`src/design/assert_macros.svh`:
```
// ----------------------------------------------------------------------------
// Assertion macros
// Shared macros for the concurrent checks in the sampler modules. They
// expect a clock named i_clk and an active-low reset named i_rst_n.
// ----------------------------------------------------------------------------
`ifndef ASSERT_MACROS_SVH
`define ASSERT_MACROS_SVH

// The consequent must hold in the same cycle as the antecedent.
`define ASSERT_SAME(label, ante, cons) \
    label: assert property (@(posedge i_clk) disable iff (!i_rst_n) (ante) |-> (cons)) \
        else $error("Assertion failed in the sampler control.");

// The consequent must hold in the cycle after the antecedent.
`define ASSERT_NEXT(label, ante, cons) \
    label: assert property (@(posedge i_clk) disable iff (!i_rst_n) (ante) |=> (cons)) \
        else $error("Assertion failed in the sampler control.");

`endif

```
`src/design/cdt_pkg.sv`:
```
// ----------------------------------------------------------------------------
// CDT sampler package
// Field widths, codes, state type and the structs shared by the modules of
// the cumulative table Gaussian sampler.
// ----------------------------------------------------------------------------
package cdt_pkg;

    localparam int CNT_W     = 9;
    localparam int IDX_W     = 8;
    localparam int FIELD_W   = 64;
    localparam int SAMPLE_W  = 9;
    localparam int CFG_IDX_W = 1;
    localparam int CFG_DAT_W = 9;

    localparam logic OP_WRITE = 1'b0;
    localparam logic OP_DRAW  = 1'b1;

    localparam logic [CFG_IDX_W-1:0] CFG_SIGNED_MODE = 1'b0;
    localparam logic [CFG_IDX_W-1:0] CFG_TABLE_COUNT = 1'b1;

    localparam logic [CNT_W-1:0] COUNT_RESET = 9'd256;

    typedef enum logic [1:0] {
        S_IDLE,
        S_FOLD,
        S_PROBE,
        S_EMIT
    } t_state;

    typedef struct packed {
        logic             signed_mode;
        logic [CNT_W-1:0] table_count;
    } t_cfg;

    typedef struct packed {
        logic signed [SAMPLE_W-1:0] sample_value;
        logic                       out_of_range;
    } t_result;

    function automatic logic [CNT_W-1:0] mid_of(input logic [CNT_W-1:0] lo,
                                                input logic [CNT_W-1:0] hi);
        logic [CNT_W:0] sum;
        sum = {1'b0, lo} + {1'b0, hi};
        return sum[CNT_W:1];
    endfunction

endpackage

```
`src/design/cdt_ctrl.sv`:
```
// ----------------------------------------------------------------------------
// CDT sampler control
// Takes input transfers, writes table entries and runs the bisection with
// one table read per cycle through the RAM read port.
// ----------------------------------------------------------------------------
`include "assert_macros.svh"

module cdt_ctrl
    import cdt_pkg::*;
#(
    parameter int TABLE_DEPTH = 256,
    parameter int ENTRY_WIDTH = 64
) (
    input  logic                           i_clk,
    input  logic                           i_rst_n,
    input  t_cfg                           i_cfg,
    input  logic                           i_valid,
    output logic                           o_stall,
    input  logic                           i_op,
    input  logic [IDX_W-1:0]               i_entry_index,
    input  logic [FIELD_W-1:0]             i_entry_value,
    input  logic [FIELD_W-1:0]             i_random_value,
    output logic                           o_res_valid,
    input  logic                           i_res_ready,
    output t_result                        o_res,
    output logic                           o_ram_we,
    output logic [$clog2(TABLE_DEPTH)-1:0] o_ram_waddr,
    output logic [ENTRY_WIDTH-1:0]         o_ram_wdata,
    output logic [$clog2(TABLE_DEPTH)-1:0] o_ram_raddr,
    input  logic [ENTRY_WIDTH-1:0]         i_ram_rdata
);

    localparam int AW = $clog2(TABLE_DEPTH);
    localparam int XW = AW + CNT_W;
    localparam logic [XW-1:0] DEPTH_X = XW'(TABLE_DEPTH);

    t_state                 r_state, n_state;
    logic [ENTRY_WIDTH-1:0] r_word, n_word;
    logic [CNT_W-1:0]       r_lo, n_lo;
    logic [CNT_W-1:0]       r_hi, n_hi;
    logic                   r_neg, n_neg;
    logic                   r_beyond, n_beyond;

    logic                   accept;
    logic [XW-1:0]          count_x;
    logic [XW-1:0]          active_x;
    logic [CNT_W-1:0]       active;
    logic [CNT_W-1:0]       last;
    logic [CNT_W-1:0]       mid_cur;
    logic [CNT_W-1:0]       mid_next;
    logic [XW-1:0]          raddr_x;
    logic [XW-1:0]          waddr_x;
    logic                   fold;
    logic [ENTRY_WIDTH-1:0] folded;
    logic [CNT_W-1:0]       span;
    logic [CNT_W-1:0]       magnitude;

    assign accept = i_valid && !o_stall;
    assign o_stall = (r_state != S_IDLE);

    always_comb begin
        count_x = XW'(i_cfg.table_count);
        if (count_x == '0) begin
            active_x = XW'(1);
        end else if (count_x > DEPTH_X) begin
            active_x = DEPTH_X;
        end else begin
            active_x = count_x;
        end
    end

    assign active  = active_x[CNT_W-1:0];
    assign last    = active - CNT_W'(1);
    assign mid_cur = mid_of(r_lo, r_hi);

    assign waddr_x     = XW'(i_entry_index);
    assign o_ram_we    = accept && (i_op == OP_WRITE) && (waddr_x < DEPTH_X);
    assign o_ram_waddr = waddr_x[AW-1:0];
    assign o_ram_wdata = i_entry_value[ENTRY_WIDTH-1:0];

    always_comb begin
        n_word   = r_word;
        n_lo     = r_lo;
        n_hi     = r_hi;
        n_neg    = r_neg;
        n_beyond = r_beyond;
        fold     = 1'b0;
        folded   = r_word;
        unique case (r_state)
            S_IDLE: begin
                n_word   = i_random_value[ENTRY_WIDTH-1:0];
                n_lo     = '0;
                n_hi     = active;
                n_neg    = 1'b0;
                n_beyond = 1'b0;
            end
            S_FOLD: begin
                fold     = i_cfg.signed_mode && (r_word >= i_ram_rdata);
                folded   = fold ? (r_word - i_ram_rdata) : r_word;
                n_word   = folded;
                n_neg    = fold;
                n_beyond = (folded >= i_ram_rdata);
                if (n_beyond) begin
                    n_lo = last;
                end
            end
            S_PROBE: begin
                if (r_word < i_ram_rdata) begin
                    n_hi = mid_cur;
                end else begin
                    n_lo = mid_cur;
                end
            end
            S_EMIT: begin
            end
        endcase
    end

    assign span     = n_hi - n_lo;
    assign mid_next = mid_of(n_lo, n_hi);

    always_comb begin
        raddr_x = (r_state == S_IDLE) ? XW'(last) : XW'(mid_next);
        o_ram_raddr = raddr_x[AW-1:0];
    end

    always_comb begin
        n_state = r_state;
        unique case (r_state)
            S_IDLE: begin
                if (accept && (i_op == OP_DRAW)) begin
                    n_state = S_FOLD;
                end
            end
            S_FOLD, S_PROBE: begin
                n_state = (span > CNT_W'(1)) ? S_PROBE : S_EMIT;
            end
            S_EMIT: begin
                if (i_res_ready) begin
                    n_state = S_IDLE;
                end
            end
        endcase
    end

    assign magnitude          = r_lo;
    assign o_res_valid        = (r_state == S_EMIT);
    assign o_res.sample_value = r_neg ? -$signed(magnitude) : $signed(magnitude);
    assign o_res.out_of_range = r_beyond;

    always_ff @(posedge i_clk) begin
        if (!i_rst_n) begin
            r_state <= S_IDLE;
        end else begin
            r_state <= n_state;
        end
        r_word   <= n_word;
        r_lo     <= n_lo;
        r_hi     <= n_hi;
        r_neg    <= n_neg;
        r_beyond <= n_beyond;
    end

    `ASSERT_SAME(a_probe_span, r_state == S_PROBE, (r_hi - r_lo) > CNT_W'(1))
    `ASSERT_SAME(a_emit_single, r_state == S_EMIT, r_hi == (r_lo + CNT_W'(1)))
    `ASSERT_NEXT(a_emit_done, (r_state == S_EMIT) && i_res_ready, r_state == S_IDLE)
    `ASSERT_SAME(a_write_idle, o_ram_we, (r_state == S_IDLE) && (i_op == OP_WRITE))

endmodule

```
`config.mk`:
```
export PLATFORM = sky130hd
export DESIGN_NAME = cdt_ctrl
export DESIGN_NICKNAME = d
export VERILOG_FILES = /design/src/design/cdt_pkg.sv /design/src/design/cdt_ctrl.sv
export VERILOG_INCLUDE_DIRS = /design/src /design/src/design
export SDC_FILE = /design/constraint.sdc
export NUM_CORES = 1
export LEC_CHECK = 0
export BUFFER_PORTS_ARGS = -buffer_cell sky130_fd_sc_hd__buf_2
export CORE_MARGIN = 2
export CORE_UTILIZATION = 51
export CTS_BUF_LIST = sky130_fd_sc_hd__clkbuf_8
export CTS_CLUSTER_DIAMETER = 60
export DETAILED_ROUTE_END_ITERATION = 10
export PLACE_DENSITY = 0.84
export SLEW_MARGIN = 40
export SYNTH_ARGS = -nofsm -noshare
export SYNTH_HDL_FRONTEND = slang
export SYNTH_SLANG_ARGS = --single-unit
```
`constraint.sdc`:
```
create_clock -name i_clk -period 9.4 [get_ports i_clk]
set_input_delay 0.94 -clock i_clk [delete_from_list [all_inputs] [get_ports i_clk]]
set_output_delay 0.94 -clock i_clk [all_outputs]
set_load 0.02 [all_outputs]
```
Word level (Yosys, flattened, before mapping)
Cells that the tools add are included.
{"block": "op_classes", "n_addsub": 6, "order_cmp": 6, "eq_ne": 5, "n_mux": 17, "n_bitwise": 1, "reduce_logical": 12}
{"cell": "64-bit greater-or-equal comparator", "count": 2}
{"cell": "64-bit one-hot mux with 2 select lines", "count": 1}
{"cell": "64-bit less-than comparator", "count": 1}
{"cell": "64-bit 2-to-1 mux", "count": 1}
{"cell": "64-bit subtractor", "count": 1}
{"cell": "9-bit 2-to-1 mux", "count": 6}
{"cell": "9-bit one-hot mux with 3 select lines", "count": 1}
{"cell": "9-bit one-hot mux with 2 select lines", "count": 1}
{"cell": "9-bit by 9-bit adder with 10-bit output", "count": 1}
{"cell": "9-bit adder", "count": 1}
{"cell": "9-bit by 1-bit > comparator with 1-bit output (second input constant)", "count": 1}
{"cell": "9-bit > comparator (second input constant)", "count": 1}
{"cell": "9-bit logical NOT", "count": 1}
{"cell": "8-bit by 9-bit less-than comparator with 1-bit output (second input constant)", "count": 1}
{"cell": "9-bit negator", "count": 1}
{"cell": "9-bit by 1-bit subtractor with 9-bit output (second input constant)", "count": 1}
{"cell": "9-bit subtractor", "count": 1}
{"cell": "8-bit 2-to-1 mux", "count": 1}
{"cell": "2-bit one-hot mux with 3 select lines", "count": 1}
{"cell": "1-bit logical AND", "count": 5}
{"cell": "2-bit == test (second input constant)", "count": 2}
{"cell": "2-bit 2-to-1 mux", "count": 2}
{"cell": "2-bit by 1-bit != test with 1-bit output (second input constant)", "count": 2}
{"cell": "1-bit one-hot mux with 2 select lines", "count": 2}
{"cell": "other kinds (8)", "count": 9}
{"block": "word_totals", "ff_bits": 86, "inputBits": 215, "output_inout_bits": 93, "elab_cells": 53}

Depth between registers and ports, before layout
{"block": "depth", "depth_word": 10, "ltp_mapped": 39, "mapped_depth_nobuf": 36}

Worst setup path before layout
OpenSTA, ideal clock, no wires.
{"block": "synth_path", "kind": "input-to-output", "from": "in i_ram_rdata[27]", "to": "out o_ram_raddr[7]", "t_arrival_ns": 7.438, "required_ns": 8.460, "setup_slack_ns": 1.022, "stages": 36, "n_path_buf": 5, "path_cell_list": "inv_1 -> ha_1 -> buf_6 -> a21o_1 -> a21o_1 -> o2111a_1 -> a211oi_2 -> or2_2 -> o211ai_4 -> o21ai_1 -> buf_2 -> buf_2 -> buf_1 -> o21ai_0 -> ha_1 -> a21oi_1 -> o21ai_0 -> a2111oi_0 -> o21ai_0 -> a31oi_1 -> o31a_1 -> clkbuf_1 -> a21oi_1 -> a32oi_1 -> o21ai_0 -> ha_1 -> fa_1 -> a21oi_1 -> nor2_1 -> nor2_1 -> o21bai_1 -> a21oi_1 -> o21bai_1 -> a21oi_1 -> xnor3_1 -> mux2i_1"}
{"block": "synth_via", "elab_chain_cells": 8, "word_cells_on_any_way": 13, "classes_between": "2 x add/sub; 3 x order compare; 7 x mux; 1 x reduce/logical"}
{"element": "from (decl)", "line": "cdt_ctrl.sv:30", "text": "input logic [ENTRY_WIDTH-1:0] i_ram_rdata"}
{"element": "64-bit greater-or-equal comparator", "line": "cdt_ctrl.sv:98", "text": "fold = i_cfg.signed_mode && (r_word >= i_ram_rdata);"}
{"element": "1-bit logical AND", "line": "cdt_ctrl.sv:98"}
{"element": "64-bit 2-to-1 mux", "line": "cdt_ctrl.sv:99", "text": "folded = fold ? (r_word - i_ram_rdata) : r_word;"}
{"element": "64-bit greater-or-equal comparator", "line": "cdt_ctrl.sv:102", "text": "n_beyond = (folded >= i_ram_rdata);"}
{"element": "9-bit 2-to-1 mux", "line": "cdt_ctrl.sv:103", "text": "if (n_beyond) begin"}
{"element": "9-bit one-hot mux with 3 select lines *", "line": "cdt_ctrl.sv:89", "text": "unique case (r_state)"}
{"element": "via n_lo[0]", "line": "cdt_ctrl.sv:39", "text": "logic [CNT_W-1:0] r_lo, n_lo;"}
{"element": "9-bit adder *", "line": "cdt_pkg.sv:43", "text": "sum = {1'b0, lo} + {1'b0, hi};"}
{"element": "8-bit 2-to-1 mux *", "line": "cdt_ctrl.sv:123", "text": "raddr_x = (r_state == S_IDLE) ? XW'(last) : XW'(mid_next);"}
{"element": "to (decl)", "line": "cdt_ctrl.sv:29", "text": "output logic [$clog2(TABLE_DEPTH)-1:0] o_ram_raddr,"}
The timed path passes the listed nets; every way through them passes the cells marked *.

Worst setup path after layout
{"block": "layout_path", "from": "in i_ram_rdata[28]", "to": "out o_ram_raddr[7]"}
Same word-level chain as after synthesis.

==> results.md <==
* Status: completed
* RSZ-0062 raised after global routing: false
* TritonCTS clock tree: built
* Initial antenna violation count at 0
* Post-Syn Area at 0.0122 mm2
* Simple-gate portion of the synthesized area at 0.169
* Final number of max-transition violations at 0
* Max frequency at 111 MHz
* Remaining antenna violation count after routing at 0
* CTS hold repair buffers at 0
* Htree depth at 3
* Top_reg_cell synth: edfxtp_1
* Num CTS Buffers at 9
* DR vias/cell at 6.12
* CP most frequent cell: a21oi_1
* Met1 usage at 0.347
* Yosys top cell area share at 0.163
* Number of synthesized flops with an enable pin at 66
* Final total power at 4.98 mW
* Critical Path Start Type: input pin
* Share of flip-flops with an asynchronous set or reset at 0
* Power per Cell Area at 383 mW/mm2
* Yosys warns at 0
* Maximum VDD drop at 0.261 mV
* Die width at 158 um
* Max_cap viols at 0
* Cell taking the most area after synthesis: edfxtp_1
* Multiplexer area fraction after synthesis at 0.0587
* Worst Path Max Fanout at 11
* Clk sink count at between 80 and 90
* PortBufs at 163
* Die area at 0.0251 mm2
* Final #Nets at 2003
* Pre-Repair DR Iteration Count at 6
* Root buffer cell: clkbuf_8
* Xor/xnor share of the synthesized area at 0.0570
* Row count at 56
* Slew headroom at 0.513
* Final hold violations at 0
* Cells after Synth at around 1600
* Met3 global-route usage at 0.0471
* Worst hold path class: flop to flop
* Clock Latency Late Sink at roughly 0.40 ns
* Largest family of logic cells by synthesized area: compound AO/OA/AOI/OAI gates
* RD Place Congestion at 0.995
* Period utilisation layout at 0.958
* CP max stage delay at about 0.43 ns
* All-layer global routing usage at 0.275
* Post-synthesis sequential area ratio at 0.196
* Drt drc at 0
* Required time worst endpoint at 8.46 ns
* CP max-delay cell: ha_1
* Most common cell in the synthesized netlist: nand2_1
* # setup viols final at 0
* Detailed Place HPWL at ~28000 um
* Complex-gate fraction of the synthesized area at 0.247
* Mean Syn Cell Area at between 7 and 8 um2
* Initial DRC Count at around 1100
* Setup_tns at 0 ns
* Setup CP Type: input pin to output port
* Yosys reg bits at 86
* Area after DPL at 0.0127 mm2
* Synth unique cells at 79
* P_leak at 6.10 nW
* Core footprint at 0.0235 mm2
* Share of cells above drive strength 1 at 0.169
* Clock-pin slew on the worst setup and hold paths at ~0.11 ns
* Final Skew at 0.0130 ns
* Design area at 0.0130 mm2
* Most Crowded Layer GR: met2
* Adder-cell area share of the yosys netlist at 0.169
* Die Ht at 158 um
* Area contributors post-synth: edfxtp_1 (16%), ha_1 (16%), nand2_1 (6.4%), a21oi_1 (5.4%), buf_4 (4.7%)
* Initial Utilization at 0.518
* DR WL/cell at roughly 18 um
* DRT Wirelength at between 30000 and 40000 um
* Clock buffer depth at 2
* Area delta synth->final at 6.94%
* Post-synthesis net count at 1942
* Met2 Use GR at 0.465
* Tmin final at 9.00 ns
* Vias in the first global route at 11300
* Critical path endpoint category: output port
* Pin count of the biggest net entering global routing at 67
* Vias after detailed routing at about 12000
* Synth top cells by count: nand2_1 (206), ha_1 (158), a21oi_1 (132)
* GRT overflow at 0
* Worst slew pin tran at 0.723 ns
* Arr. time, crit path at 8.06 ns
* Boundary Pins at around 300
* First-pass GRT wire length at 55100 um
[logic make-up (layout without fill, tap and decap cells)]
| logic type | after synthesis | in the layout |
|---|---|---|
| xor+xnor | 76 | 76 |
| other cells | 0 | 1 |
| fa+ha+maj | 162 | 162 |
| buf+inv | 253 | 319 |
| flops | 86 | 86 |
| simple gates | 455 | 455 |
| compound gates | 468 | 468 |
| mux | 65 | 65 |
[cell usage in the layout (no fill, tap or decap), types with 7 or more instances in the layout]
cell	netlist	final
nand2_1	206	206
buf_2	15	163
ha_1	158	157
a21oi_1	132	132
inv_1	114	115
o21ai_0	101	99
nor2_1	99	99
edfxtp_1	66	66
xnor2_1	49	49
mux2_2	49	49
a21o_1	40	40
nand4_1	33	33
a31oi_1	30	30
nand3_1	26	26
nor3_1	25	25
xor2_1	25	25
o21bai_1	24	24
buf_4	76	21
dfxtp_1	20	20
o21ai_1	14	15
o31ai_1	15	15
mux2i_1	14	14
o21a_1	13	13
nor2b_1	11	11
a22oi_1	10	10
o211ai_1	10	10
nand2b_1	10	10
and2_1	9	9
clkbuf_8	0	9
and3_1	7	7
a211oi_1	7	7
[report_power, final]
group          internal [mW]  switching (mW)
clock                  0.151           0.166
sequential             0.690           0.155
combinational           1.50            2.32
[cell type report]
| cell class | count | area, um2 |
|---|---|---|
| fill | 2179 | 10500 |
| multi-input combinational | 1226 | 8550 |
| sequential | 86 | 2380 |
| timing repair buffer | 187 | 1020 |
| inverter | 116 | 435 |
| tap | 319 | 399 |
| clock buffer | 9 | 124 |
| clock inverter | 7 | 96.3 |
| antenna | 1 | 2.50 |
[per-layer routing]
| layer | wire (um) | vias to the layer above |
|---|---|---|
| met5 | 0 | - |
| met4 | 1290 | 0 |
| met3 | 2970 | 119 |
| met2 | 16100 | 580 |
| met1 | 14600 | 5545 |
| li1 | - | 5704 |
[critical path: cells and delay by family]
family / cells / cell delay, ns
AO/OA/AOI/OAI: 15 / 2.96
AND/OR/NAND/NOR: 10 / 1.82
adder cells (fa/ha/maj): 4 / 1.38
buffers and inverters: 5 / 0.58
XOR/XNOR: 1 / 0.22
multiplexers: 1 / 0.12
[through the flow]
step	util	setup slack, ns	hold slack (ns)	instances
global placement	0.542	0.494	0.557	1928
CTS	0.551	0.362	0.576	1944
detailed placement	0.542	0.389	0.559	1928
floorplan	-	1.02	0.510	1565
global route	0.554	0.00169	0.624	1950
finish	0.554	0.399	0.582	1951
[state kept, by name, indices dropped and copies added (netlist names)]
signal and count:
r_word 64, magnitude 9, r_hi 9, r_state 2, r_beyond 1, r_neg 1
[path summary, 6_finish.rpt]
check / start / to / slack, ns / cells after the start
setup / recovery: i_ram_rdata[28] / o_ram_raddr[7] / 0.40 / 36
hold / removal: r_state[1]$_SDFFE_PN0P_ / r_state[1]$_SDFFE_PN0P_ / 0.58 / 2
setup reg to reg: r_word[9]$_DFFE_PP_ / r_state[0]$_SDFFE_PN0P_ / 1.71 / 32
hold reg to reg: r_state[1]$_SDFFE_PN0P_ / r_state[1]$_SDFFE_PN0P_ / 0.58 / 2
[timing repair]
| item | 4_1_cts | 5_1_grt |
|---|---|---|
| buffers inserted | 0 | 6 |
| resized for setup | 0 | 4 |
| endpoints found under the setup margin | 0 | 3 |
Power figures use the tool's default switching activity.
